==> src/gcdlcm_pkg.sv <==
package gcdlcm_pkg;

    localparam int OPERAND_BITS_DEF = 31;

    // results above 2**LIMIT_BITS - 1 are flagged as large
    localparam int LIMIT_BITS = 31;

    typedef logic [1:0] t_status;

    localparam t_status STAT_OK   = 2'd0;
    localparam t_status STAT_ZERO = 2'd1;
    localparam t_status STAT_BIG  = 2'd2;

endpackage

==> src/gcdlcm_div.sv <==
// Restoring divider, one quotient bit per cycle. Divisor must be nonzero.
module gcdlcm_div #(
    parameter int W = gcdlcm_pkg::OPERAND_BITS_DEF
) (
    input  logic         i_clk,
    input  logic         i_rst_n,
    input  logic         i_go,
    input  logic [W-1:0] i_dividend,
    input  logic [W-1:0] i_divisor,
    output logic         o_done,
    output logic [W-1:0] o_quotient,
    output logic [W-1:0] o_remainder
);

    localparam int CW = $clog2(W);

    logic [W-1:0]  r_rem;
    logic [W-1:0]  r_quo;
    logic [W-1:0]  r_dvs;
    logic [CW-1:0] r_cnt;
    logic          r_run;
    logic          r_done;

    logic [W:0] trial;
    logic [W:0] diff;
    logic       fits;
    logic [W-1:0] n_rem;

    always_comb begin
        trial = {r_rem, r_quo[W-1]};
        diff  = trial - {1'b0, r_dvs};
        fits  = !diff[W];
        n_rem = fits ? diff[W-1:0] : trial[W-1:0];
    end

    always_ff @(posedge i_clk) begin
        if (!i_rst_n) begin
            r_run  <= 1'b0;
            r_done <= 1'b0;
            r_cnt  <= '0;
        end else begin
            r_done <= 1'b0;
            if (i_go) begin
                r_rem <= '0;
                r_quo <= i_dividend;
                r_dvs <= i_divisor;
                r_cnt <= '0;
                r_run <= 1'b1;
            end else if (r_run) begin
                r_rem <= n_rem;
                r_quo <= {r_quo[W-2:0], fits};
                r_cnt <= r_cnt + 1'b1;
                if (r_cnt == CW'(W - 1)) begin
                    r_run  <= 1'b0;
                    r_done <= 1'b1;
                end
            end
        end
    end

    assign o_done      = r_done;
    assign o_quotient  = r_quo;
    assign o_remainder = r_rem;

endmodule

==> src/gcd_lcm_unit_top.sv <==
// One shared bit-serial divider runs every remainder step of Euclid's loop and the quotient.
// Both operands zero: o_done rises in the cycle after accept.
// Throughput: one item at a time; busy stays high until the result strobe.
// The result is shown for one cycle on o_done; the receiver cannot stall.
// Reset (synchronous, active low) aborts any item in flight and clears busy.
module gcd_lcm_unit_top #(
    parameter int OPERAND_BITS = gcdlcm_pkg::OPERAND_BITS_DEF
) (
    input  logic                      i_clk,
    input  logic                      i_rst_n,
    input  logic                      start,
    output logic                      busy,
    input  logic [OPERAND_BITS-1:0]   i_operand_a,
    input  logic [OPERAND_BITS-1:0]   i_operand_b,
    output logic                      o_done,
    output logic [OPERAND_BITS-1:0]   o_divisor,
    output logic [((2*OPERAND_BITS >= 64) ? 64 : 2*OPERAND_BITS)-1:0] o_multiple,
    output gcdlcm_pkg::t_status       o_status
);

    localparam int N  = OPERAND_BITS;
    localparam int MW = (2 * N >= 64) ? 64 : 2 * N;
    localparam int CW = $clog2(N);

    typedef enum logic [2:0] {
        S_IDLE,
        S_XMOD,
        S_YMOD,
        S_QDIV,
        S_MUL,
        S_OUT
    } t_state;

    t_state r_state;

    logic [N-1:0]   r_x;
    logic [N-1:0]   r_y;
    logic [N-1:0]   r_a;
    logic [N-1:0]   r_b;
    logic [N-1:0]   r_g;
    logic [2*N-1:0] r_prod;
    logic [CW-1:0]  r_cnt;

    logic           r_div_go;
    logic [N-1:0]   r_dvd;
    logic [N-1:0]   r_dvs;

    logic                r_done;
    logic [N-1:0]        r_divisor;
    logic [MW-1:0]       r_multiple;
    gcdlcm_pkg::t_status r_status;

    logic         div_done;
    logic [N-1:0] div_quo;
    logic [N-1:0] div_rem;

    logic [N:0] mul_sum;
    logic       prod_big;
    logic       accept;

    gcdlcm_div #(
        .W (N)
    ) u_div (
        .i_clk       (i_clk),
        .i_rst_n     (i_rst_n),
        .i_go        (r_div_go),
        .i_dividend  (r_dvd),
        .i_divisor   (r_dvs),
        .o_done      (div_done),
        .o_quotient  (div_quo),
        .o_remainder (div_rem)
    );

    assign accept = start && !busy;

    // shift-add multiply, LSB of the multiplier first, product shifts right
    always_comb begin
        mul_sum  = {1'b0, r_prod[2*N-1:N]} + (r_prod[0] ? {1'b0, r_b} : '0);
        prod_big = |(r_prod >> gcdlcm_pkg::LIMIT_BITS);
    end

    always_ff @(posedge i_clk) begin
        if (!i_rst_n) begin
            r_state  <= S_IDLE;
            r_div_go <= 1'b0;
            r_done   <= 1'b0;
            r_cnt    <= '0;
        end else begin
            r_div_go <= 1'b0;
            r_done   <= 1'b0;
            case (r_state)
                S_IDLE: begin
                    if (accept) begin
                        r_a <= i_operand_a;
                        r_b <= i_operand_b;
                        r_x <= i_operand_a;
                        r_y <= i_operand_b;
                        if (i_operand_b == '0) begin
                            r_g <= i_operand_a;
                            if (i_operand_a == '0) begin
                                r_done     <= 1'b1;
                                r_divisor  <= '0;
                                r_multiple <= '0;
                                r_status   <= gcdlcm_pkg::STAT_ZERO;
                            end else begin
                                r_div_go <= 1'b1;
                                r_dvd    <= i_operand_a;
                                r_dvs    <= i_operand_a;
                                r_state  <= S_QDIV;
                            end
                        end else begin
                            r_div_go <= 1'b1;
                            r_dvd    <= i_operand_a;
                            r_dvs    <= i_operand_b;
                            r_state  <= S_XMOD;
                        end
                    end
                end
                S_XMOD: begin
                    if (div_done) begin
                        r_div_go <= 1'b1;
                        if (div_rem == '0) begin
                            r_g     <= r_y;
                            r_dvd   <= r_a;
                            r_dvs   <= r_y;
                            r_state <= S_QDIV;
                        end else begin
                            r_x     <= div_rem;
                            r_dvd   <= r_y;
                            r_dvs   <= div_rem;
                            r_state <= S_YMOD;
                        end
                    end
                end
                S_YMOD: begin
                    if (div_done) begin
                        r_div_go <= 1'b1;
                        if (div_rem == '0) begin
                            r_g     <= r_x;
                            r_dvd   <= r_a;
                            r_dvs   <= r_x;
                            r_state <= S_QDIV;
                        end else begin
                            r_y     <= div_rem;
                            r_dvd   <= r_x;
                            r_dvs   <= div_rem;
                            r_state <= S_XMOD;
                        end
                    end
                end
                S_QDIV: begin
                    if (div_done) begin
                        r_prod  <= {{N{1'b0}}, div_quo};
                        r_cnt   <= '0;
                        r_state <= S_MUL;
                    end
                end
                S_MUL: begin
                    r_prod <= {mul_sum, r_prod[N-1:1]};
                    r_cnt  <= r_cnt + 1'b1;
                    if (r_cnt == CW'(N - 1)) begin
                        r_state <= S_OUT;
                    end
                end
                S_OUT: begin
                    r_done     <= 1'b1;
                    r_divisor  <= r_g;
                    r_multiple <= r_prod[MW-1:0];
                    r_status   <= prod_big ? gcdlcm_pkg::STAT_BIG : gcdlcm_pkg::STAT_OK;
                    r_state    <= S_IDLE;
                end
                default: begin
                    r_state <= S_IDLE;
                end
            endcase
        end
    end

    assign busy       = (r_state != S_IDLE);
    assign o_done     = r_done;
    assign o_divisor  = r_divisor;
    assign o_multiple = r_multiple;
    assign o_status   = r_status;

    a_done_source: assert property (@(posedge i_clk) disable iff (!i_rst_n)
        o_done |-> ($past(r_state) == S_OUT) ||
                   ($past(accept) && $past(i_operand_a) == '0 && $past(i_operand_b) == '0))
        else $error("result strobe without a finished item");

    a_zero_result: assert property (@(posedge i_clk) disable iff (!i_rst_n)
        o_done && o_status == gcdlcm_pkg::STAT_ZERO |-> o_divisor == '0 && o_multiple == '0)
        else $error("both-zero item gave nonzero result");

    a_nonzero_gcd: assert property (@(posedge i_clk) disable iff (!i_rst_n)
        o_done && o_status != gcdlcm_pkg::STAT_ZERO |-> o_divisor != '0)
        else $error("zero divisor on a nonzero item");

    a_busy_release: assert property (@(posedge i_clk) disable iff (!i_rst_n)
        $fell(busy) |-> o_done)
        else $error("busy dropped without a result");

endmodule

==> config.mk <==
export PLATFORM = sky130hd
export DESIGN_NAME = gcd_lcm_unit_top
export DESIGN_NICKNAME = d
export VERILOG_FILES = /design/src/gcdlcm_pkg.sv /design/src/gcdlcm_div.sv /design/src/gcd_lcm_unit_top.sv
export SDC_FILE = /design/constraint.sdc
export NUM_CORES = 1
export LEC_CHECK = 0
export BUFFER_PORTS_ARGS = -buffer_cell sky130_fd_sc_hd__buf_2
export CAP_MARGIN = 25
export CORE_UTILIZATION = 35
export CTS_CLUSTER_SIZE = 20
export DETAILED_ROUTE_END_ITERATION = 10
export PLACE_DENSITY = 0.57
export SYNTH_ARGS = -nofsm -noshare
export SYNTH_HDL_FRONTEND = slang
export SYNTH_HIERARCHICAL = 1
export SYNTH_SLANG_ARGS = --single-unit
==> constraint.sdc <==
create_clock -name i_clk -period 7.4 [get_ports i_clk]
set_clock_uncertainty 0.2 [all_clocks]
set_input_delay 1.11 -clock i_clk [delete_from_list [all_inputs] [get_ports i_clk]]
set_output_delay 1.11 -clock i_clk [all_outputs]
set_load 0.05 [all_outputs]
* After elaboration in Yosys (flattened, before gate mapping)
Cells that the tools add are included.
W data, S select, Z words.
** Cells by class
- Muxes and demuxes :: 71
- Equal/unequal tests :: 17
- $add $sub $neg :: 4
- Bitwise logic cells :: 2
- Reduce and logical (&&, ||, !) cells :: 29
** Operators by type and width (count)
- $mux W31 :: 29
- $pmux W31 S3 :: 3
- $mux W62 :: 4
- $pmux W62 S2 :: 2
- $pmux W31 S2 :: 3
- $logic_not A31 Y1 :: 3
- $add A31 B31 Y32 :: 1
- $sub A32 B31 Y32 :: 1
- $reduce_or A31 Y1 :: 1
- $mux W3 :: 7
- $pmux W3 S5 :: 1
- $mux W1 :: 12
- $ne A2 B2 Y1 const B :: 6
- $reduce_and A6 Y1 :: 2
- $add A5 B1 Y5 const B :: 2
- $eq A5 B5 Y1 const B :: 2
- $mux W2 :: 5
- $pmux W5 S2 :: 1
- $reduce_bool A2 Y1 :: 5
- $reduce_and A4 Y1 :: 2
- $reduce_and A8 Y1 :: 1
- $eq A3 B2 Y1 const B :: 2
- $eq A3 B3 Y1 const B :: 2
- $ne A2 B1 Y1 const B :: 3
- 15 further kinds :: 23
** Storage, ports and cells
- Input bits :: 65
- Flip-flop bits (word level) :: 484
- Logic and storage cells :: 144

* Depth between registers and ports, before layout
- Depth after elaboration :: 5
- Gate-level depth with buffers :: 12
- Depth with buffers taken out :: 11

* Cells and area by module
Netlist, hierarchy kept.
** By module, submodules not included
- gcd_lcm_unit_top :: cells an instance 1542, area each 17938.5 µm², times used 1, seq. area each 11431.0 µm²
- gcdlcm_div :: cells an instance 548, area each 5881.9 µm², times used 1, seq. area each 2932.8 µm²

* Worst setup path before layout
OpenSTA, ideal clock, no wires.
- Kind :: input -> register
- Start point :: input i_operand_b[5]
- End point :: register r_divisor[0], in the netlist o_divisor[0], enable pin
- Stages on the path :: 5
- Buffers on the path :: 0
- Data arrival time :: 6.573 ns
- Path slack :: 0.047 ns
- Library setup time :: 0.580 ns
- Data required time :: 6.620 ns
- Path through :: nor4_1 > nand4_1 > nor2_1 > nand3_1 > a21oi_1
** Between the ends
- Cells in the longest elaborated chain, start to end :: 3
** Ends and longest elaborated chain
- from (decl) :: line gcd_lcm_unit_top.sv:14 : input logic [OPERAND_BITS-1:0] i_operand_b,
- $logic_not A31 Y1 :: line gcd_lcm_unit_top.sv:98 : if (i_operand_b == '0) begin
- $ne A2 B2 Y1 (no source line)
- $reduce_and A5 Y1 (no source line)
- to (signal assigned) :: line gcd_lcm_unit_top.sv:167 : r_divisor <= r_g;
- to (decl) :: line gcd_lcm_unit_top.sv:49 : logic [N-1:0] r_divisor;
Every way passes these cells.
A chain may end at the register's enable or synchronous reset.

* Final worst setup path
- Start point :: register u_div.r_quo[30], in the netlist u_div/o_quotient[30]
- End point :: register u_div.r_rem[28], in the netlist u_div/o_remainder[28] (data pin)
** Between the ends
- Cells in the longest elaborated chain, start to end :: 3
** Ends and longest elaborated chain
- from (decl) :: line gcdlcm_div.sv:18 : logic [W-1:0] r_quo;
- from (signal assigned) :: line gcdlcm_div.sv:45 : r_quo <= i_dividend;
- from (signal assigned) :: line gcdlcm_div.sv:51 : r_quo <= {r_quo[W-2:0], fits};
- $sub A32 B31 Y32 :: line gcdlcm_div.sv:31 : diff = trial - {1'b0, r_dvs};
- $mux W31 :: line gcdlcm_div.sv:33 : n_rem = fits ? diff[W-1:0] : trial[W-1:0];
- $mux W31 :: line gcdlcm_div.sv:49 : end else if (r_run) begin
- to (signal assigned) :: line gcdlcm_div.sv:50 : r_rem <= n_rem;
- to (decl) :: line gcdlcm_div.sv:17 : logic [W-1:0] r_rem;
Every way passes these cells. The select of a mux whose other input is x is not followed.

==> flow_metrics.tcl <==
set metrics [dict create \
    status "complete, no violations" \
    synth-seq-area-share 0.603 \
    place_area_um2 25500 \
    wl_mm 69.5 \
    syn-num-nets 2223 \
    yosys_warnings 6 \
    ys.flop_type "edfxtp_1" \
    final_area_um2 27200 \
    h-tree-depth 2 \
    path_clk_slew_ns 0.06 \
    layout_commonest_cell "edfxtp_1" \
    synth_top_area_share 0.589 \
    tns_ns 0 \
    drv_cap 0 \
    port_buffers 161 \
    finalMaxSlewViolations 0 \
    slew_headroom 0.351 \
    worstMarginPinSlew_ns 0.971 \
    dr_wl_met2_mm 31.4 \
    ys_ff_latch 484 \
    place_congestion 0.877 \
    postCtsSetupBuffers 0 \
    routedLengthMet1_mm 30.1 \
    drtAntennaViolNets 0 \
    grt_pass1_vias 16658 \
    crit_arrival_ns 4.03 \
    cts-root-buf "clkbuf_16" \
    utilization 0.404 \
    r2r-start "u_div/o_quotient[30]" \
    leakage_nw 10.2 \
    ctsHoldBuffers 0 \
    fmax_mhz 256 \
    firstDrtPassIters 5 \
    synth_area_um2 23800 \
    wl_met3_mm 5.25 \
    fp.dieArea_um2 69100 \
    rr_worst_depth 11 \
    hold_path_class "flop to flop" \
    rsz0062_at_grt "false" \
    drt-initial-drc-count 1673 \
    final_cell_mix "467 x edfxtp_1, 281 x nand2_1, 169 x o21ai_0, 163 x and2_1, 162 x a21oi_1" \
    area_delta_synth_final_pct 14.2 \
    io_pins 162 \
    ctsResizeCount 0 \
    vdd_drop_max_mv 0.165 \
    routedWlPerCell_um 22.2 \
    die_h_um 263 \
    cp-startpoint "u_div/o_quotient[30]" \
    critPathLaunchType "flop" \
    critPathCapture "u_div/o_remainder[28]" \
    pwr_density_cell_nw_per_um2 290 \
    start_util 0.354 \
    track_usage 0.199 \
    path_class "flop to flop" \
    cts.path.max_buffers 3 \
    core-area_um2 67300 \
    synth_edf_count 467 \
    r2r_end "u_div/o_remainder[28]" \
    vias 17120 \
    layout_min_cycle_time_ns 3.91 \
    layout.nets 2350 \
    netlist_instances 2090 \
    ff2ff_setup_slack_ns 3.49 \
    yosysUniqueCellTypes 84 \
    cts_tree "built" \
    setup.worst_path.end_class "flop" \
    post_route_cells_drive_above_1_share 0.150 \
    dp_hpwl_mm 49.0 \
    crit_fanout 7 \
    setup_violations 0 \
    required_ns 7.52 \
    num_rows 95 \
    via_per_inst 5.46 \
    clkSinkCount 484 \
    synthArstFlopShare 0 \
    grt_max_degree 94 \
    grt_pass1_wl_mm 105 \
    die_w_um 263 \
    synth_top_area_cell "edfxtp_1" \
    top_layer "met5" \
    clock_latency_ns 0.61 \
    grt-ovfl-total 0 \
    hold_violations 0 \
    synth_area_per_cell_um2 11.4 \
    min_period_over_period 0.528 \
    synth.top_cells.by_area "edfxtp_1 59%, nand2_1 4.5%, and2_1 4.3%, o21ai_0 3.6%, ha_1 3.5%" \
    numCtsBuffers 53 \
    route.detailed.drc 0 \
    antenna_found_initial 9 \
]
==> cell type report <==
type,instances,area [um^2]
Antenna cell,5,12.5
Clock buffer,68,1390
Clock inverter,29,268
Fill cell,6382,40100
Inverter,55,206
Multi-Input combinational cell,1437,8820
Sequential cell,484,14400
Tap cell,873,1090
Timing Repair Buffer,186,1040
==> logic make-up (layout without fill, tap and decap cells) <==
kind of cell | Yosys count | count (layout) | synth area share
and+or+nand+nor | 733 | 733 | 0.149
AOI/OAI and AO/OA | 552 | 552 | 0.146
DFF | 484 | 484 | 0.603
buffers and inverters | 169 | 338 | 0.0308
adders and majority gates | 68 | 68 | 0.0363
xor gates and xnor gates | 48 | 48 | 0.0176
muxes | 36 | 36 | 0.0168
other | 0 | 5 | 0
==> routing by layer <==
metal / vias up / GRT usage
li1: 8000 / -
met1: 8366 / 0.273
met2: 624 / 0.307
met3: 120 / 0.0408
met4: 10 / 0.0808
met5: - / 0
==> state kept, by name, summed over array words and instances, names as in the netlist, 31 cells and up <==
signal	cells
o_divisor	31
o_multiple	62
r_a	31
r_b	31
r_dvd	31
r_dvs	31
r_g	31
r_prod	62
r_x	31
r_y	31
u_div/o_quotient	31
u_div/o_remainder	31
u_div/r_dvs	31
==> Yosys cell counts (5+ instances only) <==
cell and instances:
a211oi_1 10, a211oi_2 5, a21boi_0 5, a21o_1 30
a21oi_1 163, a22oi_1 32, a31oi_1 12, and2_1 163
and3_1 11, and4_1 7, buf_2 25, clkbuf_1 79
dfxtp_1 17, edfxtp_1 467, ha_1 66, inv_1 55
mux2_2 31, mux2i_1 5, nand2_1 283, nand2b_1 10
nand3_1 46, nand4_1 19, nor2_1 119, nor2b_1 8
nor3_1 15, nor4_1 29, o211ai_1 7, o21a_1 9
o21ai_0 169, o21bai_1 6, o221ai_1 31, o22ai_1 17
xnor2_1 28, xor2_1 20
==> worst min-delay path by stage <==
stage	startpoint	end	cells past startpoint
2_1_floorplan	r_dvs[0]	u_div/r_dvs[0]	0
3_5_place_dp	r_dvs[11]	u_div/r_dvs[11]	0
5_1_grt	r_dvs[19]	u_div/r_dvs[19]	0
6_report	r_dvs[19]	u_div/r_dvs[19]	0
3_3_place_gp	r_dvs[21]	u_div/r_dvs[21]	0
4_1_cts	r_dvs[19]	u_div/r_dvs[19]	0
==> stage by stage <==
step           hold WS, ns  total power, W  cells  setup WS, ns
2_1_floorplan        0.200         0.00473   2090        0.0466
4_1_cts              0.221         0.00791   3131          3.34
3_5_place_dp         0.205         0.00533   3034          2.72
5_1_grt              0.222         0.00823   3132          3.31
3_3_place_gp         0.201         0.00531   3033          2.84
6_report             0.219         0.00788   3137          3.49
==> worst max-delay path: stages (launching register included) <==
cell and delay [ns]:
edfxtp_1 0.50, inv_1 0.07, ha_1 0.23, fa_1 0.38, nand2b_1 0.20, a21oi_1 0.39, o21ai_0 0.26, o31ai_2 0.64
a41o_1 0.33, a41oi_1 0.16, xnor2_1 0.18, o31ai_1 0.08
==> where the power goes <==
| group | leakage, nW | internal, W | switching [W] |
|---|---|---|---|
| combinational | 4.87 | 0.000536 | 0.00114 |
| sequential | 4.53 | 0.00343 | 0.000184 |
| clock | 0.807 | 0.00147 | 0.00111 |
| total | 10.2 | 0.00544 | 0.00244 |
Note: power is estimated with default switching activity, not from simulation.
